`config.mk`:
```
export PLATFORM = sky130hd
export DESIGN_NAME = strict_priority_event_queue_core
export DESIGN_NICKNAME = d
export VERILOG_FILES = /design/src/hdl/speq_pkg.sv /design/src/hdl/speq_queue_ram.sv /design/src/hdl/strict_priority_event_queue_core.sv
export SDC_FILE = /design/constraint.sdc
export NUM_CORES = 2
export LEC_CHECK = 0
export BUFFER_PORTS_ARGS = -buffer_cell sky130_fd_sc_hd__buf_2
export CAP_MARGIN = 20
export CELL_PAD_IN_SITES_DETAIL_PLACEMENT = 1
export CELL_PAD_IN_SITES_GLOBAL_PLACEMENT = 2
export CORE_ASPECT_RATIO = 1.2
export CORE_MARGIN = 8
export CORE_UTILIZATION = 50
export CTS_CLUSTER_SIZE = 30
export DETAILED_ROUTE_END_ITERATION = 6
export PLACE_DENSITY = 0.86
export SYNTH_ARGS = -nofsm -noshare
export SYNTH_HDL_FRONTEND = slang
export SYNTH_SLANG_ARGS = --single-unit
export TNS_END_PERCENT = 10
```
`constraint.sdc`:
```
create_clock -name aclk -period 6.4 [get_ports aclk]
set_clock_uncertainty 0.15 [all_clocks]
set_input_delay 0.32 -clock aclk [delete_from_list [all_inputs] [get_ports aclk]]
set_output_delay 0.32 -clock aclk [all_outputs]
set_load 0.005 [all_outputs]
```
`src/hdl/speq_pkg.sv`:
```
// Shared field widths and item codes of the strict-priority event queue.
package speq_pkg;

    localparam int KIND_W = 2;
    localparam int DEV_W  = 4;
    localparam int SEN_W  = 4;
    localparam int PRI_W  = 2;
    localparam int TAG_W  = 16;
    localparam int STAT_W = 3;
    localparam int LVL_W  = 2;

    localparam logic [KIND_W-1:0] KIND_ADD    = 2'd0;
    localparam logic [KIND_W-1:0] KIND_EXEC   = 2'd1;
    localparam logic [KIND_W-1:0] KIND_ATTACH = 2'd2;

    localparam logic [STAT_W-1:0] ST_ADDED     = 3'd0;
    localparam logic [STAT_W-1:0] ST_NO_DEVICE = 3'd1;
    localparam logic [STAT_W-1:0] ST_NO_SENSOR = 3'd2;
    localparam logic [STAT_W-1:0] ST_EXECUTED  = 3'd3;
    localparam logic [STAT_W-1:0] ST_NONE      = 3'd4;
    localparam logic [STAT_W-1:0] ST_FULL      = 3'd5;
    localparam logic [STAT_W-1:0] ST_ATTACHED  = 3'd6;

    localparam logic [LVL_W-1:0] LVL_HIGH = 2'd0;
    localparam logic [LVL_W-1:0] LVL_MED  = 2'd1;
    localparam logic [LVL_W-1:0] LVL_LOW  = 2'd2;

endpackage

```
`src/hdl/speq_queue_ram.sv`:
```
// Event store: one write port, one read port with registered read data.
module speq_queue_ram
    import speq_pkg::*;
#(
    parameter int ADDR_W = 6,
    parameter int DATA_W = 24
) (
    input  logic              aclk,
    input  logic              we,
    input  logic [ADDR_W-1:0] waddr,
    input  logic [DATA_W-1:0] wdata,
    input  logic              re,
    input  logic [ADDR_W-1:0] raddr,
    output logic [DATA_W-1:0] rdata
);

    logic [DATA_W-1:0] mem [2**ADDR_W];
    logic [DATA_W-1:0] rdata_reg;

    always_ff @(posedge aclk) begin
        if (we) begin
            mem[waddr] <= wdata;
        end
        if (re) begin
            rdata_reg <= mem[raddr];
        end
    end

    assign rdata = rdata_reg;

endmodule

```
`src/hdl/strict_priority_event_queue_core.sv`:
```
// Strict-priority event queue core: sensor map, three event FIFOs, device power bits.
// Each item passes through the states IDLE, which accepts it, READ, which does the
// registered read of the event store and the sensor map (one port each), and EVAL,
// which evaluates the item, commits its state updates and loads the result register.
// The result register frees as soon as the result is taken; while it is still full the
// commit waits. Reset takes effect at once: the sensor map carries one valid bit per
// device row, so no clearing pass is needed. Every item yields exactly one result.
module strict_priority_event_queue_core
    import speq_pkg::*;
#(
    parameter int QUEUE_DEPTH = 16,
    parameter int NUM_DEVICES = 16,
    parameter int NUM_SENSORS = 16,
    parameter int TAG_BITS    = 16
) (
    input  logic              aclk,
    input  logic              aresetn,
    input  logic              s_valid,
    output logic              s_ready,
    input  logic [KIND_W-1:0] s_kind,
    input  logic [DEV_W-1:0]  s_device_id,
    input  logic [SEN_W-1:0]  s_sensor_id,
    input  logic [PRI_W-1:0]  s_priority_req,
    input  logic [TAG_W-1:0]  s_event_tag,
    output logic              m_valid,
    input  logic              m_ready,
    output logic [STAT_W-1:0] m_status,
    output logic [TAG_W-1:0]  m_out_tag,
    output logic [DEV_W-1:0]  m_out_device,
    output logic [SEN_W-1:0]  m_out_sensor,
    output logic              m_device_on,
    output logic [LVL_W-1:0]  m_served_level
);

    localparam int QW = $clog2(QUEUE_DEPTH);
    localparam int CW = $clog2(QUEUE_DEPTH + 1);
    localparam int DW = $clog2(NUM_DEVICES);
    localparam int SW = $clog2(NUM_SENSORS);
    localparam int EW = DEV_W + SEN_W + TAG_BITS;
    localparam int AW = LVL_W + QW;
    localparam logic [CW:0]   QD_EXT   = (CW + 1)'(QUEUE_DEPTH);
    localparam logic [CW-1:0] QD_COUNT = CW'(QUEUE_DEPTH);
    localparam logic [QW-1:0] QD_LAST  = QW'(QUEUE_DEPTH - 1);

    typedef enum logic [1:0] {IDLE, READ, EVAL} state_t;

    state_t                  state_reg, state_next;
    logic [KIND_W-1:0]       kind_reg, kind_next;
    logic [DEV_W-1:0]        dev_reg, dev_next;
    logic [SEN_W-1:0]        sen_reg, sen_next;
    logic [PRI_W-1:0]        pri_reg, pri_next;
    logic [TAG_BITS-1:0]     tag_reg, tag_next;
    logic [LVL_W-1:0]        lvl_reg, lvl_next;
    logic [QW-1:0]           head_reg, head_next;
    logic [CW-1:0]           count_reg, count_next;
    logic [QW-1:0]           heads_reg [3];
    logic [QW-1:0]           heads_next [3];
    logic [CW-1:0]           counts_reg [3];
    logic [CW-1:0]           counts_next [3];
    logic [NUM_DEVICES-1:0]  map_valid_reg, map_valid_next;
    logic [NUM_DEVICES-1:0]  power_reg, power_next;
    logic                    m_valid_reg, m_valid_next;
    logic [STAT_W-1:0]       m_status_reg, m_status_next;
    logic [TAG_W-1:0]        m_tag_reg, m_tag_next;
    logic [DEV_W-1:0]        m_dev_reg, m_dev_next;
    logic [SEN_W-1:0]        m_sen_reg, m_sen_next;
    logic                    m_on_reg, m_on_next;
    logic [LVL_W-1:0]        m_lvl_reg, m_lvl_next;

    logic [NUM_SENSORS-1:0]  map_mem [NUM_DEVICES];
    logic [NUM_SENSORS-1:0]  map_rd_reg;
    logic                    map_we;
    logic [NUM_SENSORS-1:0]  map_wdata;

    logic                    q_we;
    logic [AW-1:0]           q_waddr;
    logic [EW-1:0]           q_wdata;
    logic                    q_re;
    logic [AW-1:0]           q_raddr;
    logic [EW-1:0]           q_rdata;

    logic [DW-1:0]           dev_idx;
    logic [SW-1:0]           sen_idx;
    logic                    dev_in_range;
    logic                    sen_in_range;
    logic [NUM_SENSORS-1:0]  row;
    logic [LVL_W-1:0]        exec_lvl;
    logic [LVL_W-1:0]        add_lvl;
    logic [LVL_W-1:0]        rd_lvl;
    logic [CW:0]             tail_sum;
    logic [QW-1:0]           tail;
    logic [QW-1:0]           head_inc;
    logic [DEV_W-1:0]        e_dev;
    logic [SEN_W-1:0]        e_sen;
    logic [TAG_BITS-1:0]     e_tag;
    logic [DW-1:0]           e_dev_idx;
    logic                    e_dev_ok;
    logic                    out_free;
    logic                    commit;

    speq_queue_ram #(
        .ADDR_W(AW),
        .DATA_W(EW)
    ) u_queue_ram (
        .aclk (aclk),
        .we   (q_we),
        .waddr(q_waddr),
        .wdata(q_wdata),
        .re   (q_re),
        .raddr(q_raddr),
        .rdata(q_rdata)
    );

    always_ff @(posedge aclk) begin
        if (map_we) begin
            map_mem[dev_idx] <= map_wdata;
        end
        if (state_reg == READ) begin
            map_rd_reg <= map_mem[dev_idx];
        end
    end

    assign dev_idx      = DW'(dev_reg);
    assign sen_idx      = SW'(sen_reg);
    assign dev_in_range = int'(dev_reg) < NUM_DEVICES;
    assign sen_in_range = int'(sen_reg) < NUM_SENSORS;
    assign row          = map_valid_reg[dev_idx] ? map_rd_reg : '0;

    assign exec_lvl = (counts_reg[0] != '0) ? LVL_HIGH :
                      (counts_reg[1] != '0) ? LVL_MED : LVL_LOW;
    assign add_lvl  = (pri_reg == LVL_HIGH || pri_reg == LVL_MED) ? pri_reg : LVL_LOW;
    assign rd_lvl   = (kind_reg == KIND_EXEC) ? exec_lvl : add_lvl;

    assign tail_sum = (CW + 1)'(head_reg) + (CW + 1)'(count_reg);
    assign tail     = (tail_sum >= QD_EXT) ? QW'(tail_sum - QD_EXT) : QW'(tail_sum);
    assign head_inc = (head_reg == QD_LAST) ? '0 : head_reg + QW'(1);

    assign e_dev     = q_rdata[EW-1 -: DEV_W];
    assign e_sen     = q_rdata[TAG_BITS +: SEN_W];
    assign e_tag     = q_rdata[TAG_BITS-1:0];
    assign e_dev_idx = DW'(e_dev);
    assign e_dev_ok  = int'(e_dev) < NUM_DEVICES;

    assign out_free = !m_valid_reg || m_ready;
    assign commit   = (state_reg == EVAL) && out_free;

    assign q_re    = (state_reg == READ);
    assign q_raddr = {rd_lvl, heads_reg[rd_lvl]};
    assign q_waddr = {lvl_reg, tail};
    assign q_wdata = {dev_reg, sen_reg, tag_reg};

    always_comb begin
        state_next     = state_reg;
        kind_next      = kind_reg;
        dev_next       = dev_reg;
        sen_next       = sen_reg;
        pri_next       = pri_reg;
        tag_next       = tag_reg;
        lvl_next       = lvl_reg;
        head_next      = head_reg;
        count_next     = count_reg;
        heads_next     = heads_reg;
        counts_next    = counts_reg;
        map_valid_next = map_valid_reg;
        power_next     = power_reg;
        m_status_next  = m_status_reg;
        m_tag_next     = m_tag_reg;
        m_dev_next     = m_dev_reg;
        m_sen_next     = m_sen_reg;
        m_on_next      = m_on_reg;
        m_lvl_next     = m_lvl_reg;
        m_valid_next   = m_ready ? 1'b0 : m_valid_reg;
        map_we         = 1'b0;
        map_wdata      = row | (NUM_SENSORS'(1) << sen_idx);
        q_we           = 1'b0;

        unique case (state_reg)
            IDLE: begin
                if (s_valid) begin
                    kind_next  = s_kind;
                    dev_next   = s_device_id;
                    sen_next   = s_sensor_id;
                    pri_next   = s_priority_req;
                    tag_next   = TAG_BITS'(s_event_tag);
                    state_next = READ;
                end
            end
            READ: begin
                lvl_next   = rd_lvl;
                head_next  = heads_reg[rd_lvl];
                count_next = counts_reg[rd_lvl];
                state_next = EVAL;
            end
            EVAL: begin
                if (commit) begin
                    m_valid_next  = 1'b1;
                    m_status_next = ST_NONE;
                    m_tag_next    = '0;
                    m_dev_next    = '0;
                    m_sen_next    = '0;
                    m_on_next     = 1'b0;
                    m_lvl_next    = '0;
                    state_next    = IDLE;
                    unique case (kind_reg)
                        KIND_ADD: begin
                            m_dev_next = dev_reg;
                            m_sen_next = sen_reg;
                            priority if (!dev_in_range || row == '0) begin
                                m_status_next = ST_NO_DEVICE;
                            end else if (!sen_in_range || !row[sen_idx]) begin
                                m_status_next = ST_NO_SENSOR;
                            end else if (count_reg >= QD_COUNT) begin
                                m_status_next = ST_FULL;
                            end else begin
                                q_we                 = 1'b1;
                                counts_next[lvl_reg] = count_reg + CW'(1);
                                m_status_next        = ST_ADDED;
                            end
                        end
                        KIND_EXEC: begin
                            if (count_reg != '0) begin
                                heads_next[lvl_reg]  = head_inc;
                                counts_next[lvl_reg] = count_reg - CW'(1);
                                m_status_next        = ST_EXECUTED;
                                m_tag_next           = TAG_W'(e_tag);
                                m_dev_next           = e_dev;
                                m_sen_next           = e_sen;
                                m_lvl_next           = lvl_reg;
                                if (e_dev_ok) begin
                                    power_next[e_dev_idx] = !power_reg[e_dev_idx];
                                    m_on_next             = !power_reg[e_dev_idx];
                                end
                            end
                        end
                        KIND_ATTACH: begin
                            m_dev_next = dev_reg;
                            m_sen_next = sen_reg;
                            priority if (!dev_in_range) begin
                                m_status_next = ST_NO_DEVICE;
                            end else if (!sen_in_range) begin
                                m_status_next = ST_NO_SENSOR;
                            end else begin
                                map_we                  = 1'b1;
                                map_valid_next[dev_idx] = 1'b1;
                                m_status_next           = ST_ATTACHED;
                            end
                        end
                        default: begin
                        end
                    endcase
                end
            end
            default: begin
                state_next = IDLE;
            end
        endcase
    end

    always_ff @(posedge aclk) begin
        if (!aresetn) begin
            state_reg     <= IDLE;
            m_valid_reg   <= 1'b0;
            heads_reg     <= '{default: '0};
            counts_reg    <= '{default: '0};
            map_valid_reg <= '0;
            power_reg     <= '0;
        end else begin
            state_reg     <= state_next;
            m_valid_reg   <= m_valid_next;
            heads_reg     <= heads_next;
            counts_reg    <= counts_next;
            map_valid_reg <= map_valid_next;
            power_reg     <= power_next;
            kind_reg      <= kind_next;
            dev_reg       <= dev_next;
            sen_reg       <= sen_next;
            pri_reg       <= pri_next;
            tag_reg       <= tag_next;
            lvl_reg       <= lvl_next;
            head_reg      <= head_next;
            count_reg     <= count_next;
            m_status_reg  <= m_status_next;
            m_tag_reg     <= m_tag_next;
            m_dev_reg     <= m_dev_next;
            m_sen_reg     <= m_sen_next;
            m_on_reg      <= m_on_next;
            m_lvl_reg     <= m_lvl_next;
        end
    end

    assign s_ready        = (state_reg == IDLE);
    assign m_valid        = m_valid_reg;
    assign m_status       = m_status_reg;
    assign m_out_tag      = m_tag_reg;
    assign m_out_device   = m_dev_reg;
    assign m_out_sensor   = m_sen_reg;
    assign m_device_on    = m_on_reg;
    assign m_served_level = m_lvl_reg;

    a_counts_bounded: assert property (@(posedge aclk) disable iff (!aresetn)
        counts_reg[0] <= QD_COUNT && counts_reg[1] <= QD_COUNT && counts_reg[2] <= QD_COUNT)
        else $error("queue count beyond depth");

    a_busy_after_accept: assert property (@(posedge aclk) disable iff (!aresetn)
        s_valid && s_ready |=> !s_ready ##1 !s_ready)
        else $error("item accepted while previous item in flight");

    a_result_on_commit: assert property (@(posedge aclk) disable iff (!aresetn)
        commit |=> m_valid && s_ready)
        else $error("commit did not load result");

    a_none_is_empty: assert property (@(posedge aclk) disable iff (!aresetn)
        m_valid && m_status == ST_NONE |->
            m_out_tag == '0 && m_out_device == '0 && m_out_sensor == '0 &&
            !m_device_on && m_served_level == '0)
        else $error("none-scheduled result carries data");

    a_only_exec_tags: assert property (@(posedge aclk) disable iff (!aresetn)
        m_valid && m_status != ST_EXECUTED |-> m_out_tag == '0 && !m_device_on)
        else $error("tag or power bit on non-execute result");

endmodule
```
Yosys cells after proc, flatten, opt, wreduce, memory -nomap -nowiden

Memory sizes are Yosys's and may differ from the RTL's. A register that Yosys moved wholly into a read port is not among the register bits.
Index checks and enable logic that the tools add are counted.

Word-level logic and storage cells: 147
Bits in registers: 131
Memories kept: 2
Bits in read-only memories: 0
RAM bits: 1792
Bits in latches: 0
Output and inout port bits: 32

Memories:

| memory          | depth | width | read ports | clocked after memory_dff | write ports | line                                   | text |
|---|---|---|---|---|---|---|---|
| u_queue_ram.mem | 64    | 24    | 1          | 1                        | 1           | speq_queue_ram.sv:17                   | `logic [DATA_W-1:0] mem [2**ADDR_W];` |
| map_mem         | 16    | 16    | 1          | 1                        | 1           | strict_priority_event_queue_core.sv:70 | `logic [NUM_SENSORS-1:0] map_mem [NUM_DEVICES];` |

Reductions and logical operators: 25
Equality and inequality tests: 12
Bitwise logic cells: 4
$add $sub $neg: 5
Muxes and demuxes: 64
$lt $le $gt $ge: 10
Div/mod/pow operators: 0
$mul: 0
Shift operators: 1

Operators with widths:

| kind                                               | number |
|---|---|
| 2-to-1 mux 15 bit                                  | 4 |
| bitwise OR 16 bit                                  | 2 |
| bitwise mux 15 bit                                 | 2 |
| case mux 15 bit (2 select lines)                   | 1 |
| 2-to-1 mux 4 bit                                   | 7 |
| 2-to-1 mux 1 bit                                   | 21 |
| bitwise mux 16 bit                                 | 1 |
| zero test 16 bit                                   | 1 |
| 2-to-1 mux 16 bit                                  | 1 |
| case mux 4 bit (2 select lines)                    | 2 |
| left shift 1 x 4 -> 16 bit, first input constant   | 1 |
| < comparator 4 x 5 -> 1 bit, second input constant | 3 |
| 2-to-1 mux 5 bit                                   | 3 |
| nonzero test 5 bit                                 | 3 |
| binary-select mux 1 bit (select 4 bit)             | 3 |
| bitwise mux 12 bit                                 | 1 |
| 2-to-1 mux 2 bit                                   | 6 |
| 2-to-1 mux 3 bit                                   | 4 |
| binary-select mux 5 bit (select 2 bit)             | 1 |
| demux 5 bit (select 2 bit)                         | 1 |
| != test 2 bit, second input constant               | 5 |
| case mux 3 bit (3 select lines)                    | 1 |
| AND reduction 3 bit                                | 3 |
| binary-select mux 4 bit (select 2 bit)             | 1 |
| 27 further kinds                                   | 43 |

Logic depth before layout (Yosys ltp)

Word-level depth: 12
Mapped depth: 15

By module

From an unflattened synthesis, not the netlist that was laid out.

Cells, all modules: 3542
Area, all modules: 75601.3 um^2

By module, submodules not included:

| module                           | instances | area each (um^2) | cells an instance |
|---|---|---|---|
| speq_queue_ram                   | 1         | 59570.9          | 2611 |
| strict_priority_event_queue_core | 1         | 16030.4          | 931 |

Worst setup path before layout

No wires, ideal clock.

Path type: reg2reg
Start: register dev_reg[0] (netlist: dev_idx[0])
End: memory map_mem[3][0], enable pin
Arrival: 3.710 ns
Stages on the path, launching flop included: 8
Buffers on the path: 3
Path slack: 2.128 ns
Cells stage by stage: edfxtp_1 > clkbuf_1 > buf_1 > buf_1 > inv_1 > nor3_1 > nand2_1 > nor3_1

RTL lines:

| item                   | line                                    | text |
|---|---|---|
| start, declared        | strict_priority_event_queue_core.sv:49  | `logic [DEV_W-1:0] dev_reg, dev_next;` |
| start signal, assigned | strict_priority_event_queue_core.sv:275 | `dev_reg <= dev_next;` |
| end, declared          | strict_priority_event_queue_core.sv:70  |  |

Straight into the memory's write port.

Worst setup path after layout

Start: register kind_reg[1]
End: register u_queue_ram.rdata_reg[18] (netlist: u_queue_ram.rdata[18]), read port of u_queue_ram.mem, data pin

Cells in the longest elaborated chain, start to end: 6

Ends and longest elaborated chain:

| item                                                | line                                    | text |
|---|---|---|
| start, declared                                     | strict_priority_event_queue_core.sv:48  | `logic [KIND_W-1:0] kind_reg, kind_next;` |
| start signal, assigned                              | strict_priority_event_queue_core.sv:274 | `kind_reg <= kind_next;` |
| equality test 2 x 1 -> 1 bit *                      | strict_priority_event_queue_core.sv:132 | `assign rd_lvl = (kind_reg == KIND_EXEC) ? exec_lvl : add_lvl;` |
| 2-to-1 mux 2 bit *                                  | strict_priority_event_queue_core.sv:132 |  |
| inverter 2 -> 3 bit (implied by the code)           | strict_priority_event_queue_core.sv:148 | `assign q_raddr = {rd_lvl, heads_reg[rd_lvl]};` |
| binary-select mux 4 bit (select 2 bit)              | strict_priority_event_queue_core.sv:148 |  |
| 2-to-1 mux 4 bit (implied by the code) (2 in a row) | strict_priority_event_queue_core.sv:148 |  |
| end, declared                                       | speq_queue_ram.sv:18                    | `logic [DATA_W-1:0] rdata_reg;` |

Every way passes the cells marked *; elsewhere a longest branch is shown, timed or not. The select of a mux whose other input is x is not followed.
A chain may end at the register's enable or synchronous reset.

==> flow_summary.toml <==
[outcome]
status = "finished clean"

[synthesis]
synth-async-reset-ratio_pct = 0
synth_area_sq_mm = 0.06249
synth_cell_type_count = 73
synthFlopType = "edfxtp_1"
ys_seq_area_share_pct = 74.88
syn_area_per_cell_sq_um = 15.97
synth_nets = 3952
syn_inst = 3913
yosys_warnings = 0
ys_ff_latch = 1579
synth-edff-count = 1517

[worst_setup_path]
crit_family = "simple AND/OR/NAND/NOR gates"
r2r_end = "u_queue_ram.rdata[18]$_DFFE_PN_"
worstPathCellList = "nand2b_1 -> and2_1 -> nor2_2 -> inv_2 -> o31ai_4 -> clkinv_8 -> buf_4 -> a21oi_1 -> a221oi_1 -> nor4_1 -> buf_4 -> o211ai_1"
path_depth = 12
start_kind = "flip-flop"
cp_data_required_time_ps = 6720
cp_max_fo = 66
cpMostUsedCell = "buf_4"
critPathSlowestCell = "nor4_1"
worstSetupPathType = "flip-flop to flip-flop"
regToRegSetupSlack_ps = 770
reg2regPathDepth = 12
cpPeakStageDelay_ps = 730
worst_r2r_startpoint = "kind_reg[1]$_DFFE_PP_"
cp-end-kind = "flip-flop"
path_buf_inv = 4
arrival_ps = 5950

[routing]
wire_per_inst_um = 32.72
drt_pass1_iterations = 7
viasPerCell = 6.557
num_vias = 38290
routed_wl_mm = 191.0
drcViolationCount = 0
initialDrtViolationCount = 4197
postRouteAntennaNets = 0

[min_path]
holdPathEnd = "map_valid_reg[7]$_SDFFE_PN0P_"
holdPathStages = 3
holdCritStartpoint = "aresetn"
hold_path.class = "input pin to flip-flop"

[power]
p_leak_nw = 22.69
power_density_mw_per_mm2 = 298.7
vdd_ir_drop_max_mv = 0.3162

[placed_design]
gp_congestion = 0.8362
placed_cells = 5537
numPortBuffers = 63
hpwl_mm = 109.6

[clock_network]
worst_skew_pair.late_latency_ps = 790
tritoncts = "built"
path_clk_slew_ps = 70
cts_made_buffers = 151
post_cts_resized = 0
cts-root-buf = "clkbuf_16"
cts_sinks = 1579
cts_buffer_depth = 3
cts-htree-levels = 4

[timing]
drv_slew = 0
period_needed_ps = 5627
tightest_slew_ps = 1166
hold_viol_final = 0
setup_tns_ps = 0
rsz0062_at_grt = "no"
max_slew_margin_pct = 22.30
setup_violations = 0
fin_crit_sh_pct = 87.92
hold_slack_ps = 49.61
max_freq_mhz = 177.7

[floorplanning]
die_area_sq_mm = 0.1366
coreArea_sq_mm = 0.1244
rows = 142
initial_core_util_pct = 50.25
die_w_um = 338.7
boundaryPins = 64
die_y_um = 403.3

[finish]
fin_nets = 4104
syn_to_final_growth_pct = 12.64
drive_gt1_share_pct = 15.23
stdcell_count = 5839
largest_reg_flops = 1152

[grt]
track_usage_pct = 27.24
grt_pass1_vias = 39680
antenna_found_initial = 9
gr-total-overflow = 0
grt_max_degree = 184
grt_pass1_wl_mm = 275.3

[run]
max_cap_viol_count = 0
## stage by stage
stage / utilization, % / total power [W] / cell area (sq um) / worst slack (ps)
4_1_cts: 56.57 / 0.02109 / 70350 / 893.5
2_1_floorplan: - / 0.01217 / 62490 / 2128
5_1_grt: 56.59 / 0.02148 / 70380 / 600.3
3_3_place_gp: 52.61 / 0.01260 / 65430 / 839.8
3_5_place_dp: 52.62 / 0.01263 / 65450 / 926.3
6_report: 56.60 / 0.02103 / 70390 / 772.9
## what timing repair did
action / 4_1_cts / 5_1_grt
hold endpoints to repair: 31 / 0
hold buffers: 30 / 0
buffers inserted: 0 / 0
## worst register-to-register path, delay by kind of cell (launching register included)
kind | cells | cell delay, ps
flip-flops | 1 | 490
buffers and inverters | 4 | 1600
AO/OA/AOI/OAI | 4 | 1040
AND/OR/NAND/NOR | 4 | 2060
## kinds of logic after synthesis
family                   count (synthesis)  synth area share (%)
AND/OR/NAND/NOR                        886                 6.277
AO/OA/AOI/OAI                          792                 9.642
XOR/XNOR                                 9                0.1261
adder cells (fa/ha/maj)                  7                0.1522
buffers and inverters                  341                 2.242
multiplexers                           299                 6.679
flip-flops                            1579                 74.88
## how the worst max path moves through the flow
stage	slack (ps)	start	endpoint
2_1_floorplan	2130	dev_idx[0]$_DFFE_PP_	map_mem[3][0]$_DFFE_PP_
4_1_cts	890	kind_reg[1]$_DFFE_PP_	u_queue_ram.rdata[18]$_DFFE_PN_
3_3_place_gp	840	kind_reg[1]$_DFFE_PP_	u_queue_ram.rdata[17]$_DFFE_PN_
5_1_grt	600	kind_reg[1]$_DFFE_PP_	u_queue_ram.rdata[18]$_DFFE_PN_
6_report	770	kind_reg[1]$_DFFE_PP_	u_queue_ram.rdata[18]$_DFFE_PN_
3_5_place_dp	930	kind_reg[1]$_DFFE_PP_	u_queue_ram.rdata[18]$_DFFE_PN_
## cell usage in the layout, fill, tap and decap left out, drive strengths merged, types with 11 or more instances in the layout
cell / count
a211oi: 97
a21boi: 11
a21o: 26
a21oi: 112
a221oi: 70
a22oi: 25
a311oi: 24
a31oi: 28
a32oi: 46
and2: 46
buf: 238
clkbuf: 192
clkinv: 55
dfxtp: 62
dlygate4sd3: 30
edfxtp: 1517
inv: 78
mux2i: 201
mux4: 94
nand2: 499
nand3: 109
nand4: 25
nor2: 107
nor2b: 31
nor4: 29
o2111ai: 26
o211a: 12
o211ai: 114
o21a: 17
o21ai: 55
o221ai: 23
o311a: 70
## power by group
part | internal (W) | switching (W)
Clock | 0.00475 | 0.00383
Sequential | 0.0113 | 0.0000395
Combinational | 0.000312 | 0.000789
Total | 0.0164 | 0.00466
## synth_stat cells, types with 8 or more instances
library cell     n  area share, %
nand3_1        109           0.87
clkbuf_1       164           0.99
nor2b_1         31           0.31
o311a_1         70            1.1
o211ai_1       112            1.3
nand2_1        499            3.0
nand4_1         25           0.25
edfxtp_1      1517             73
o211a_1         12           0.19
o2111ai_1       26           0.36
a221oi_1        70           0.98
a22oi_1         25           0.30
and2_1          46           0.46
o21ai_0         48           0.38
mux2i_1        201            3.2
buf_1           29           0.17
dfxtp_1         62            2.0
a2111oi_0        8           0.11
nor4_1          29           0.29
inv_1           66           0.40
o221ai_1        23           0.32
a21o_1          26           0.31
mux4_2          94            3.4
a21oi_1        111           0.89
a31oi_1         28           0.28
nor3_1           9          0.072
nor2_1         104           0.62
buf_2           68           0.54
o21a_1          17           0.20
a21boi_0         8          0.096
a211oi_1        97            1.2
a311oi_1        24           0.34
a32oi_1         46           0.64
nor3b_1          9           0.11
## routing by layer
metal  GRT usage (%)  part of all wire (%)  up-vias
li1                -                     -    15850
met1           34.03                    38    20080
met2           46.11                    50     1916
met3           5.523                   7.9      444
met4           12.18                   4.7        4
met5               0                 0.014        -
## cell type report
type / instances / area (sq um)
inverters: 72 / 290.3
diodes: 6 / 15.01
well taps: 1656 / 2072
multi-input cells: 1993 / 14590
fillers: 11330 / 53980
flip-flops and latches: 1579 / 46790
clock buffers: 192 / 4006
clock inverters: 73 / 598.1
repair buffers: 268 / 2026
Power figures use the tool's default switching activity.
